`config.mk`:
```
export PLATFORM = sky130hd
export DESIGN_NAME = anagram_window_matcher
export DESIGN_NICKNAME = d
export VERILOG_FILES = /design/src/awm_pkg.sv /design/src/awm_ram.sv /design/src/awm_front.sv /design/src/awm_queue.sv /design/src/awm_back.sv /design/src/anagram_window_matcher.sv
export SDC_FILE = /design/constraint.sdc
export NUM_CORES = 2
export LEC_CHECK = 0
export BUFFER_PORTS_ARGS = -buffer_cell sky130_fd_sc_hd__buf_2
export CORE_UTILIZATION = 28
export DETAILED_ROUTE_END_ITERATION = 10
export HOLD_SLACK_MARGIN = 0.05
export MAX_ROUTING_LAYER = met4
export PLACE_DENSITY_LB_ADDON = 0.3
export SLEW_MARGIN = 20
export SYNTH_ARGS = -nofsm -noshare
export SYNTH_HDL_FRONTEND = slang
export SYNTH_SLANG_ARGS = --single-unit
export TNS_END_PERCENT = 5
```
`constraint.sdc`:
```
create_clock -name clk_i -period 4.6 [get_ports clk_i]
set_input_delay 1.15 -clock clk_i [delete_from_list [all_inputs] [get_ports clk_i]]
set_output_delay 1.15 -clock clk_i [all_outputs]
set_load 0.03 [all_outputs]
```
`src/awm_pkg.sv`:
```
`default_nettype none

package awm_pkg;

  localparam int unsigned FUNC_W = 2;
  localparam int unsigned CH_W   = 5;

  localparam logic [FUNC_W-1:0] FUNC_CLEAR   = 2'd0;
  localparam logic [FUNC_W-1:0] FUNC_LOAD    = 2'd1;
  localparam logic [FUNC_W-1:0] FUNC_TEXT    = 2'd2;
  localparam logic [FUNC_W-1:0] FUNC_RESTART = 2'd3;

  typedef enum logic [2:0] {
    OP_CLEAR,
    OP_LOAD,
    OP_TEXT,
    OP_RESTART,
    OP_NOP
  } op_e;

  typedef struct packed {
    op_e             op;
    logic [CH_W-1:0] letter;
  } item_t;

  typedef struct packed {
    logic avail;
    logic full;
  } q_stat_t;

endpackage

`default_nettype wire

```
`src/awm_ram.sv`:
```
`default_nettype none

module awm_ram #(
  parameter int unsigned WIDTH = 5,
  parameter int unsigned DEPTH = 64
) (
  input  wire logic                                     clk_i,
  input  wire logic                                     we_i,
  input  wire logic [(DEPTH > 1 ? $clog2(DEPTH) : 1)-1:0] waddr_i,
  input  wire logic [WIDTH-1:0]                         wdata_i,
  input  wire logic                                     re_i,
  input  wire logic [(DEPTH > 1 ? $clog2(DEPTH) : 1)-1:0] raddr_i,
  output logic      [WIDTH-1:0]                         rdata_o
);

  logic [WIDTH-1:0] mem_q [DEPTH];
  logic [WIDTH-1:0] rdata_q;

  // A read and a write to the same address in one cycle return the old content.
  always_ff @(posedge clk_i) begin
    if (we_i) begin
      mem_q[waddr_i] <= wdata_i;
    end
    if (re_i) begin
      rdata_q <= mem_q[raddr_i];
    end
  end

  assign rdata_o = rdata_q;

endmodule

`default_nettype wire

```
`src/awm_front.sv`:
```
`default_nettype none

module awm_front #(
  parameter int unsigned ALPHABET = 26
) (
  input  wire logic                        in_valid_i,
  input  wire logic [awm_pkg::FUNC_W-1:0]  func_i,
  input  wire logic [awm_pkg::CH_W-1:0]    ch_i,
  input  wire awm_pkg::q_stat_t            q_stat_i,
  output logic                             in_stall_o,
  output logic                             push_o,
  output awm_pkg::item_t                   item_o
);

  logic letter_ok;

  assign letter_ok  = (32'(ch_i) < ALPHABET);
  assign in_stall_o = q_stat_i.full;
  assign push_o     = in_valid_i && !q_stat_i.full;

  always_comb begin
    item_o.letter = ch_i;
    unique case (func_i)
      awm_pkg::FUNC_CLEAR:   item_o.op = awm_pkg::OP_CLEAR;
      awm_pkg::FUNC_LOAD:    item_o.op = letter_ok ? awm_pkg::OP_LOAD : awm_pkg::OP_NOP;
      awm_pkg::FUNC_TEXT:    item_o.op = letter_ok ? awm_pkg::OP_TEXT : awm_pkg::OP_NOP;
      awm_pkg::FUNC_RESTART: item_o.op = awm_pkg::OP_RESTART;
      default:               item_o.op = awm_pkg::OP_NOP;
    endcase
  end

endmodule

`default_nettype wire

```
`src/awm_queue.sv`:
```
`default_nettype none

module awm_queue (
  input  wire logic           clk_i,
  input  wire logic           rst_ni,
  input  wire logic           push_i,
  input  wire awm_pkg::item_t push_item_i,
  input  wire logic           pop_i,
  output awm_pkg::item_t      head_o,
  output awm_pkg::q_stat_t    stat_o
);

  awm_pkg::item_t entry_q [2];
  logic           wptr_q, wptr_d;
  logic           rptr_q, rptr_d;
  logic [1:0]     cnt_q, cnt_d;
  logic           do_pop;

  assign do_pop = pop_i && (cnt_q != 2'd0);

  always_comb begin
    wptr_d = wptr_q ^ push_i;
    rptr_d = rptr_q ^ do_pop;
    cnt_d  = cnt_q + {1'b0, push_i} - {1'b0, do_pop};
  end

  always_ff @(posedge clk_i or negedge rst_ni) begin
    if (!rst_ni) begin
      wptr_q <= 1'b0;
      rptr_q <= 1'b0;
      cnt_q  <= 2'd0;
    end else begin
      wptr_q <= wptr_d;
      rptr_q <= rptr_d;
      cnt_q  <= cnt_d;
    end
  end

  always_ff @(posedge clk_i) begin
    if (push_i) begin
      entry_q[wptr_q] <= push_item_i;
    end
  end

  assign head_o       = entry_q[rptr_q];
  assign stat_o.avail = (cnt_q != 2'd0);
  assign stat_o.full  = (cnt_q == 2'd2);

endmodule

`default_nettype wire

```
`src/awm_back.sv`:
```
`default_nettype none

module awm_back #(
  parameter int unsigned MAX_PAT  = 64,
  parameter int unsigned ALPHABET = 26
) (
  input  wire logic             clk_i,
  input  wire logic             rst_ni,
  input  wire awm_pkg::item_t   head_i,
  input  wire awm_pkg::q_stat_t q_stat_i,
  output logic                  pop_o,
  input  wire logic             out_stall_i,
  output logic                  out_valid_o,
  output logic                  window_match_o,
  output logic                  found_o,
  output logic                  pattern_overflow_o
);

  localparam int unsigned LEN_W = $clog2(MAX_PAT + 1);
  localparam int unsigned POS_W = (MAX_PAT > 1) ? $clog2(MAX_PAT) : 1;
  localparam int unsigned CH_W  = awm_pkg::CH_W;

  typedef struct packed {
    awm_pkg::op_e    op;
    logic [CH_W-1:0] letter;
    logic            drop;
    logic            dec;
    logic            full;
  } stage_t;

  logic             adv;
  logic             pop;
  logic [LEN_W-1:0] plen_q, plen_d;
  logic [LEN_W-1:0] tseen_q, tseen_d;
  logic [POS_W-1:0] pos_q, pos_d;
  logic             ram_we;
  logic [CH_W-1:0]  old_letter;
  stage_t           a_stage;
  stage_t           b_q;
  logic             b_valid_q;

  logic [LEN_W-1:0] pcnt_q [ALPHABET];
  logic [LEN_W-1:0] wcnt_q [ALPHABET];
  logic [LEN_W-1:0] pcnt_inc [ALPHABET];
  logic [LEN_W-1:0] wcnt_nxt [ALPHABET];
  logic             all_eq;
  logic             found_q, ovf_q;
  logic             res_match, res_found, res_ovf;
  logic             out_valid_q, match_q, found_out_q, ovf_out_q;

  assign adv   = !out_valid_q || !out_stall_i;
  assign pop   = adv && q_stat_i.avail;
  assign pop_o = pop;

  always_comb begin
    logic full_before;
    full_before    = (tseen_q >= plen_q);
    plen_d         = plen_q;
    tseen_d        = tseen_q;
    pos_d          = pos_q;
    ram_we         = 1'b0;
    a_stage.op     = head_i.op;
    a_stage.letter = head_i.letter;
    a_stage.drop   = 1'b0;
    a_stage.dec    = 1'b0;
    a_stage.full   = 1'b0;
    unique case (head_i.op)
      awm_pkg::OP_CLEAR: begin
        plen_d  = '0;
        tseen_d = '0;
        pos_d   = '0;
      end
      awm_pkg::OP_RESTART: begin
        tseen_d = '0;
        pos_d   = '0;
      end
      awm_pkg::OP_LOAD: begin
        if (32'(plen_q) >= MAX_PAT) begin
          a_stage.drop = 1'b1;
        end else begin
          plen_d  = plen_q + LEN_W'(1);
          tseen_d = '0;
          pos_d   = '0;
        end
      end
      awm_pkg::OP_TEXT: begin
        if (plen_q == '0) begin
          a_stage.op = awm_pkg::OP_NOP;
        end else begin
          ram_we      = 1'b1;
          a_stage.dec = full_before;
          if (!full_before) begin
            tseen_d = tseen_q + LEN_W'(1);
          end
          a_stage.full = full_before || ((tseen_q + LEN_W'(1)) == plen_q);
          if ((LEN_W'(pos_q) + LEN_W'(1)) == plen_q) begin
            pos_d = '0;
          end else begin
            pos_d = pos_q + POS_W'(1);
          end
        end
      end
      default: begin
        a_stage.op = awm_pkg::OP_NOP;
      end
    endcase
  end

  always_ff @(posedge clk_i or negedge rst_ni) begin
    if (!rst_ni) begin
      plen_q  <= '0;
      tseen_q <= '0;
      pos_q   <= '0;
    end else if (pop) begin
      plen_q  <= plen_d;
      tseen_q <= tseen_d;
      pos_q   <= pos_d;
    end
  end

  awm_ram #(
    .WIDTH(CH_W),
    .DEPTH(MAX_PAT)
  ) u_line (
    .clk_i  (clk_i),
    .we_i   (pop && ram_we),
    .waddr_i(pos_q),
    .wdata_i(head_i.letter),
    .re_i   (pop),
    .raddr_i(pos_q),
    .rdata_o(old_letter)
  );

  always_ff @(posedge clk_i or negedge rst_ni) begin
    if (!rst_ni) begin
      b_valid_q <= 1'b0;
    end else if (adv) begin
      b_valid_q <= pop;
    end
  end

  always_ff @(posedge clk_i) begin
    if (pop) begin
      b_q <= a_stage;
    end
  end

  always_comb begin
    logic inc_hit;
    logic dec_hit;
    all_eq = 1'b1;
    for (int k = 0; k < ALPHABET; k++) begin
      inc_hit     = (32'(b_q.letter) == k);
      dec_hit     = b_q.dec && (32'(old_letter) == k) && (wcnt_q[k] != '0);
      pcnt_inc[k] = pcnt_q[k] + LEN_W'(inc_hit);
      wcnt_nxt[k] = wcnt_q[k] + LEN_W'(inc_hit) - LEN_W'(dec_hit);
      if (wcnt_nxt[k] != pcnt_q[k]) begin
        all_eq = 1'b0;
      end
    end
  end

  always_comb begin
    res_match = 1'b0;
    res_found = found_q;
    res_ovf   = ovf_q;
    unique case (b_q.op)
      awm_pkg::OP_CLEAR: begin
        res_found = 1'b0;
        res_ovf   = 1'b0;
      end
      awm_pkg::OP_RESTART: begin
        res_found = 1'b0;
      end
      awm_pkg::OP_LOAD: begin
        if (b_q.drop) begin
          res_ovf = 1'b1;
        end else begin
          res_found = 1'b0;
        end
      end
      awm_pkg::OP_TEXT: begin
        res_match = b_q.full && all_eq;
        res_found = found_q || res_match;
      end
      default: begin
      end
    endcase
  end

  always_ff @(posedge clk_i or negedge rst_ni) begin
    if (!rst_ni) begin
      found_q <= 1'b0;
      ovf_q   <= 1'b0;
      for (int k = 0; k < ALPHABET; k++) begin
        pcnt_q[k] <= '0;
        wcnt_q[k] <= '0;
      end
    end else if (adv && b_valid_q) begin
      found_q <= res_found;
      ovf_q   <= res_ovf;
      for (int k = 0; k < ALPHABET; k++) begin
        case (b_q.op)
          awm_pkg::OP_CLEAR: begin
            pcnt_q[k] <= '0;
            wcnt_q[k] <= '0;
          end
          awm_pkg::OP_RESTART: begin
            wcnt_q[k] <= '0;
          end
          awm_pkg::OP_LOAD: begin
            if (!b_q.drop) begin
              pcnt_q[k] <= pcnt_inc[k];
              wcnt_q[k] <= '0;
            end
          end
          awm_pkg::OP_TEXT: begin
            wcnt_q[k] <= wcnt_nxt[k];
          end
          default: begin
          end
        endcase
      end
    end
  end

  always_ff @(posedge clk_i or negedge rst_ni) begin
    if (!rst_ni) begin
      out_valid_q <= 1'b0;
    end else if (adv) begin
      out_valid_q <= b_valid_q;
    end
  end

  always_ff @(posedge clk_i) begin
    if (adv && b_valid_q) begin
      match_q     <= res_match;
      found_out_q <= res_found;
      ovf_out_q   <= res_ovf;
    end
  end

  assign out_valid_o        = out_valid_q;
  assign window_match_o     = match_q;
  assign found_o            = found_out_q;
  assign pattern_overflow_o = ovf_out_q;

endmodule

`default_nettype wire

```
`src/anagram_window_matcher.sv`:
```
// Sliding-window anagram search. Send a clear beat, then the pattern one letter per load beat,
// then text letters; every beat returns one result, and a text beat reports whether the last
// pattern-length text letters are a permutation of the pattern, with sticky found and pattern
// overflow flags. The block sustains one beat per clock cycle while the output is not stalled;
// a taken beat is registered in the back end's b stage (b_q) and then in its output registers.
// The back end updates the window histogram by one increment and, once the window is full, one
// decrement, and compares it against the pattern histogram, with the outgoing letter read from
// the delay-line memory on a registered read-before-write port. A two-entry queue between the
// classifier and the back end holds beats while the output is stalled.
`default_nettype none

module anagram_window_matcher #(
  parameter int unsigned MAX_PAT  = 64,
  parameter int unsigned ALPHABET = 26
) (
  input  wire logic                       clk_i,
  input  wire logic                       rst_ni,
  input  wire logic                       in_valid_i,
  output logic                            in_stall_o,
  input  wire logic [awm_pkg::FUNC_W-1:0] func_i,
  input  wire logic [awm_pkg::CH_W-1:0]   ch_i,
  output logic                            out_valid_o,
  input  wire logic                       out_stall_i,
  output logic                            window_match_o,
  output logic                            found_o,
  output logic                            pattern_overflow_o
);

  awm_pkg::q_stat_t q_stat;
  awm_pkg::item_t   push_item;
  awm_pkg::item_t   head_item;
  logic             push;
  logic             pop;

  awm_front #(
    .ALPHABET(ALPHABET)
  ) u_front (
    .in_valid_i(in_valid_i),
    .func_i    (func_i),
    .ch_i      (ch_i),
    .q_stat_i  (q_stat),
    .in_stall_o(in_stall_o),
    .push_o    (push),
    .item_o    (push_item)
  );

  awm_queue u_queue (
    .clk_i      (clk_i),
    .rst_ni     (rst_ni),
    .push_i     (push),
    .push_item_i(push_item),
    .pop_i      (pop),
    .head_o     (head_item),
    .stat_o     (q_stat)
  );

  awm_back #(
    .MAX_PAT (MAX_PAT),
    .ALPHABET(ALPHABET)
  ) u_back (
    .clk_i             (clk_i),
    .rst_ni            (rst_ni),
    .head_i            (head_item),
    .q_stat_i          (q_stat),
    .pop_o             (pop),
    .out_stall_i       (out_stall_i),
    .out_valid_o       (out_valid_o),
    .window_match_o    (window_match_o),
    .found_o           (found_o),
    .pattern_overflow_o(pattern_overflow_o)
  );

endmodule

`default_nettype wire

```
**Yosys cells after proc, flatten, opt, wreduce, memory -nomap -nowiden**

Memory sizes are Yosys's and may differ from the RTL's. A register that Yosys moved wholly into a read port is not among the register bits.
Cells that the tools add are included.

- Input bits: 11
- Memories kept: 2
- Logic and storage cells: 495
- Memory bits (writable): 336
- Output and inout port bits: 5
- Bits in registers: 406

- Multiplexer cells: 131
- Reduce and logical (&&, ||, !) cells: 110
- Add/subtract/negate cells: 84
- Eq/ne operators: 92
- $lt $le $gt $ge: 3
- Bitwise operators: 3

Memories:

| name | words | width | rd ports | clocked after memory_dff | write ports | line | text |
|---|---|---|---|---|---|---|---|
| u_back.u_line.mem_q | 64 | 5 | 1 | 1 | 1 | awm_ram.sv:16 | `logic [WIDTH-1:0] mem_q [DEPTH];` |
| u_queue.entry_q | 2 | 8 | 1 | 0 | 1 | awm_queue.sv:13 | `awm_pkg::item_t entry_q [2];` |

Operator list:

| kind | count |
|---|---|
| 7-bit one-hot mux with 3 select lines | 27 |
| 7-bit one-hot mux with 2 select lines | 27 |
| 7-bit by 1-bit adder with 7-bit output | 52 |
| 7-bit 2-to-1 mux | 31 |
| 7-bit inequality test | 26 |
| 7-bit nonzero test | 26 |
| 7-bit by 1-bit subtractor with 7-bit output | 26 |
| 5-bit equality test, second input constant | 20 |
| 5-bit by 4-bit equality test with 1-bit output, second input constant | 16 |
| 1-bit logical AND | 58 |
| 5-bit by 3-bit equality test with 1-bit output, second input constant | 8 |
| 1-bit 2-to-1 mux | 35 |
| 5-bit by 2-bit equality test with 1-bit output, second input constant | 4 |
| 6-bit 2-to-1 mux | 3 |
| 6-bit one-hot mux with 3 select lines | 1 |
| 7-bit by 1-bit adder with 7-bit output, second input constant | 2 |
| 7-bit equality test | 2 |
| 3-bit by 2-bit equality test with 1-bit output, second input constant | 4 |
| 3-bit one-hot mux with 4 select lines | 1 |
| 5-bit by 1-bit equality test with 1-bit output, second input constant | 2 |
| 5-bit zero test | 2 |
| 3-bit 2-to-1 mux | 3 |
| 3-bit AND reduction | 3 |
| 2-bit inequality test, second input constant | 4 |
| other kinds (26) | 40 |

**Logic depth before layout (Yosys ltp)**

- Depth in word-level cells: 34
- Gate-level depth with buffers: 19
- Depth with buffers taken out: 19

**Hierarchy**

Synthesis repeated with hierarchy kept, for this count alone.

- Cells, all modules: 4327
- Area total of the unflattened synthesis: 44823.0 um^2

Modules (own cells, without submodules):

| module | area an instance (um^2) | instances | cells each | sequential area each (um^2) |
|---|---|---|---|---|
| awm_back | 30972.2 | 1 | 3630 | 10129.7 |
| awm_ram | 12936.2 | 1 | 642 | 9759.4 |
| awm_queue | 823.3 | 1 | 43 | 580.6 |
| awm_front | 91.3 | 1 | 12 | 0.0 |

**Least setup slack after synthesis**

Ideal clock, no wire load.

- Path kind: register -> register
- From: register u_back.u_line.rdata_q[3] (netlist: u_back.u_line.rdata_o[3]) (read register of u_back.u_line.mem_q)
- To: register u_back.match_q (netlist: u_back.window_match_o), data pin
- Stages on the path, launching flop included: 18
- Buffers on the path: 0
- Data required time: 4.450 ns
- Path slack: 0.414 ns
- Arrival time: 4.036 ns
- Period minus slack after synthesis: 4.186 ns
- Setup time: 0.150 ns
- Path through: edfxtp_1 > nor2b_1 > nand2_1 > a211oi_1 > ha_1 > inv_1 > ha_1 > inv_1 > fa_1 > xor2_1 > xnor2_1 > or4_4 > nor4_2 > nand4_1 > or4_1 > nor4_1 > nand4_1 > nor3_2

- Word-level cells in the longest chain between the ends: 32
- Elaborated cells between the ends (all ways): 157
- Classes of those cells: add/sub (26); eq/ne (51); mux (26); reduce/logical (54)

Ends and longest elaborated chain:

| item | line | text |
|---|---|---|
| start: declaration | awm_ram.sv:17 | `logic [WIDTH-1:0] rdata_q;` |
| 5-bit zero test | awm_back.sv:154 | `dec_hit = b_q.dec && (32'(old_letter) == k) && (wcnt_q[k] != '0);` |
| 1-bit logical AND (2 in series) | awm_back.sv:154 |  |
| 7-bit by 1-bit subtractor with 7-bit output | awm_back.sv:156 | `wcnt_nxt[k] = wcnt_q[k] + LEN_W'(inc_hit) - LEN_W'(dec_hit);` |
| 7-bit inequality test | awm_back.sv:157 | `if (wcnt_nxt[k] != pcnt_q[k]) begin` |
| 1-bit 2-to-1 mux (25 in series) | awm_back.sv:157 |  |
| 1-bit 2-to-1 mux (*) | awm_back.sv:157 |  |
| 1-bit logical AND (*) | awm_back.sv:183 | `res_match = b_q.full && all_eq;` |
| end signal: assignment | awm_back.sv:237 | `match_q <= res_match;` |
| end: declaration | awm_back.sv:49 | `logic out_valid_q, match_q, found_out_q, ovf_out_q;` |

Every way passes the cells marked *; elsewhere a longest branch is shown, timed or not.
A chain may end at the register's enable or synchronous reset.

**Final worst setup path**

- From: register u_back.b_q[1] (netlist name)
- To: register u_back.found_out_q (netlist: u_back.found_o), data pin

- Word-level cells in the longest chain between the ends: 33
- Elaborated cells between the ends (all ways): 133
- Classes of those cells: add/sub (26); eq/ne (26); mux (27); reduce/logical (54)

Ends and longest elaborated chain:

| item | line | text |
|---|---|---|
| start: declaration | awm_back.sv:39 | `stage_t b_q;` |
| start signal: assignment | awm_back.sv:144 | `b_q <= a_stage;` |
| 1-bit logical AND (2 in series) | awm_back.sv:154 |  |
| 7-bit by 1-bit subtractor with 7-bit output | awm_back.sv:156 |  |
| 7-bit inequality test | awm_back.sv:157 |  |
| 1-bit 2-to-1 mux (25 in series) | awm_back.sv:157 |  |
| 1-bit 2-to-1 mux (*) | awm_back.sv:157 |  |
| 1-bit logical AND (*) | awm_back.sv:183 |  |
| 1-bit logical OR (*) | awm_back.sv:184 | `res_found = found_q \|\| res_match;` |
| 1-bit one-hot mux with 3 select lines (*) | awm_back.sv:167 | `unique case (b_q.op)` |
| named net u_back.res_found | awm_back.sv:48 | `logic res_match, res_found, res_ovf;` |
| end signal: assignment | awm_back.sv:238 | `found_out_q <= res_found;` |
| end: declaration | awm_back.sv:49 |  |

Mark *: on every way through the listed nets, which the timed path passes. The rest lies on a longest branch.

==> summary.md <==
| Metric | Value |
|---|---|
| Top-area cell type share of the netlist area | 23.4% |
| Post-synthesis mux area share | less than 1% |
| Critical path's slowest cell | edfxtp_1 |
| Layout cells sized above 1 | between 10% and 20% |
| Most area-consuming cells after synthesis | edfxtp_1, dfrtp_1, ha_1, xnor2_1, nor2_1 |
| Yosys reg bits | about 750 |
| Area grow syn2layout | 24.1% |
| Nets | approximately 5500 |
| Largest family of logic cells by synthesized area | simple AND/OR/NAND/NOR gates |
| Hold Crit Class | flop to flop |
| Least-Margin Pin Slew | 1.18 ns |
| Pleak | ~0.023 uW |
| Max IR drop VDD | roughly 500 uV |
| Power per Cell Area | between 800 and 900 nW/um^2 |
| Placed insts | a little over 7000 |
| Largest net degree at the start of global routing | ~130 |
| Core area | around 160000 um^2 |
| Slew margin rel. | between 20% and 30% |
| Xor/xnor share of the synthesized area | slightly below 8% |
| Crit path kind | flop to flop |
| TritonCTS buffer count | 88 |
| Fmax | 213 MHz |
| MaxCap Viol Count | 0 |
| Syn Inst Count | 4659 |
| Crit. path cell count | 22 |
| Crit path max fanout | 3 |
| Vert. Die Dim | about 410 um |
| CP Capture Type | flop |
| Mapped Area | between 40000 and 50000 um^2 |
| Post-route ant nets | 0 |
| First-pass GRT wire length | 278 mm |
| Vias in the first global route | approximately 38000 |
| Starting Density | 28.3% |
| Syn_nets | about 5000 |
| Die ar. | between 150000 and 200000 um^2 |
| Ys async rst share | roughly 52% |
| Max Buffers Root-to-Sink | 3 |
| Fin cells | 7353 |
| Simple logic cell fraction of the synthesized area | between 10% and 20% |
| Worst-Skew Late Latency | 0.77 ns |
| Via count | 39092 |
| Failing checks | negative setup slack |
| Cell Area, Placed | roughly 52000 um^2 |
| Final period utilization | 102% |
| CP arrival | between 5 and 6 ns |
| Critical R2R Launch | u_back.b_q[1] |
| Dominant synthesized flop cell | dfrtp_1 |
| Clock Tree Root | clkbuf_16 |
| Clock Sinks | about 750 |
| Distinct cells, synth | 85 |
| Hold depth | 1 |
| Crit path cell chain | buf_4 -> buf_4 -> nand2_1 -> nor3_2 -> buf_4 -> and3_4 -> ha_1 -> inv_1 -> ha_2 -> fa_2 -> a211o_1 -> and3_4 -> nand4b_1 -> buf_6 -> o211ai_1 -> nor4_2 -> nand4_1 -> nor4_2 -> buf_4 -> nand4_1 -> buf_4 -> nand2_1 |
| H-tree levels | 3 |
| CP Launch Type | flop |
| Seq/Total Area, Yosys | 45.0% |
| Delay-heaviest family, CP | simple AND/OR/NAND/NOR gates |
| Crit path largest cell delay | 0.40 ns |
| First drt pass iteration count | 6 |
| Overall Power | 48700 uW |
| Clock Pin Slew Worst Setup and Hold Paths | 0.06 ns |
| Post-synthesis compound-gate area fraction | about 14% |
| Gr ovfl total | 0 |
| 1st-iter DRT viols | around 3700 |
| Hold-fix buffers, CTS | 0 |
| Clock skew | between 0.07 and 0.08 ns |
| Post-DR wirelength/cell | roughly 26 um |
| Worst setup path startpoint | u_back.b_q[1] |
| Critical Path RT | 5.22 ns |
| Hold path start | u_queue.cnt_q[1] |
| R2R depth | 22 |
| Residual DRC | 0 |
| Hold WS | around 0.5 ns |
| Final Wtd Congestion | about 1.0 |
| Reg2Reg Setup Slack | -0.10 ns |
| Yosys top cell by area | edfxtp_1 |
| Die span in x | roughly 400 um |
| Post-synth EDFFs | between 300 and 400 |
| Drt total wl | ~200 mm |
| YS warnings | 0 |
| Finish-stage setup viols | 3 |
| Status | finished with violations |
| Final hold vios | 0 |
| TritonCTS clock tree | built |
| Mapped Avg Cell Area | about 9.8 um^2 |
| Fin crit period | approximately 4.7 ns |
| Via density | between 5 and 6 |
| # rows | 147 |
| Top Ports | 16 |
| Slew Viols, Final | 0 |
| Port bufs | 15 |
| GRT Util Overall | approximately a quarter |
| Antenna violations before repair | 4 |
| Post-route cell area | between 50000 and 60000 um^2 |
| Adder-cell share of the synthesized area | a little under a tenth |
| Most frequent cell on the critical path | buf_4 |
| Final worst setup slack | -0.101 ns |
| Setup TNS | -0.272 ns |
| HPWL Detailed | between 150 and 200 mm |
| CP Buf/Inv Count | 7 |
| RSZ-0062 raised after global routing | true |
[sequential cells by signal (all words and copies together), names as in the netlist, 2 cells and up]
signal	count
u_queue.entry_q	16
u_back.b_q	11
u_back.u_line.rdata_o	5
u_queue.cnt_q	2
u_back.tseen_q	7
u_back.plen_q	7
u_back.u_line.mem_q	320
u_back.wcnt_q	182
u_back.pos_q	6
u_back.pcnt_q	182
[placed cells by master, fill, tap and decap left out, types with 16 or more instances in the layout]
master	n
a211o_1	18
a211oi_1	34
a21o_1	20
a21oi_1	116
a221oi_1	44
a22o_1	46
a22oi_1	87
a31oi_1	52
and3_1	37
buf_12	27
buf_4	559
clkbuf_1	17
clkbuf_16	88
dfrtp_1	392
edfxtp_1	355
ha_1	290
inv_1	267
mux2i_1	16
nand2_1	365
nand2b_1	50
nand3_1	201
nand3b_1	21
nand4_1	125
nand4b_1	16
nor2_1	412
nor2b_1	45
nor3_1	78
nor3b_1	29
nor4_1	49
nor4_2	17
o211ai_1	23
o21ai_0	244
o21bai_1	25
o22ai_1	66
o31ai_1	18
or3_1	72
xnor2_1	195
xor2_1	166
[where the power goes]
| part | internal [uW] | switching (uW) | total, uW | leakage [uW] |
|---|---|---|---|---|
| logic | 13100 | 19800 | 32900 | 0.0131 |
| registers | 8140 | 638 | 8780 | 0.00863 |
| clock network | 3800 | 3190 | 6990 | 0.00136 |
| total | 25000 | 23600 | 48700 | 0.0230 |
[cell usage after synthesis, drive strengths merged, types with 46 or more instances]
master and n:
nor2b 57, nor4 77, dfrtp 392, a211oi 52, nor2 418, o21ai 254, nand2 375, nand3 203
inv 272, xor2 171, a22o 46, clkbuf 208, nor3 88, nand2b 55, ha 301, a21oi 121
or3 73, edfxtp 355, a22oi 87, xnor2 208, nand4 125, o22ai 66, a31oi 52
[worst paths after layout]
kind / end
max: u_back.found_o
min: u_queue.cnt_q[1]
max reg2reg: u_back.found_o
min reg2reg: u_queue.cnt_q[1]
max in group asynchronous: u_back.pcnt_q[168]
min in group asynchronous: u_back.wcnt_q[98]
[layer usage]
| layer | track usage [%] | up-vias | wire, um |
|---|---|---|---|
| li1 | - | 17912 | - |
| met1 | 31.2 | 19725 | 85500 |
| met2 | 38.1 | 1144 | 90200 |
| met3 | 3.28 | 311 | 10200 |
| met4 | 9.42 | 0 | 8630 |
| met5 | - | - | 0 |
[layout make-up]
| type | instances | area, um^2 |
|---|---|---|
| Timing Repair Buffer | 615 | 4990 |
| Antenna cell | 3 | 7.51 |
| Sequential cell | 747 | 20500 |
| Clock buffer | 108 | 2310 |
| Multi-Input combinational cell | 3396 | 24400 |
| Tap cell | 2160 | 2700 |
| Fill cell | 16219 | 104000 |
| Clock inverter | 52 | 541 |
| Inverter | 272 | 1020 |
[through the flow]
stage | setup slack (ns) | utilization [%]
2_1_floorplan | 0.414 | -
3_3_place_gp | -1.13 | 32.4
3_5_place_dp | -0.955 | 32.4
4_1_cts | 0.00195 | 34.7
5_1_grt | -0.223 | 35.1
6_report | -0.101 | 35.1
[logic make-up after synthesis]
logic type / Yosys count
simple gates: 1696
compound gates: 958
flops: 747
buf+inv: 516
xor+xnor: 389
fa+ha+maj: 327
mux: 26
[what timing repair did]
item	in CTS	in global routing
buffers inserted	9	15
gates resized for setup	154	103
endpoints found under the hold margin	0	0
setup endpoints to repair	3	3
pin swaps	61	59
Power figures use the tool's default switching activity.
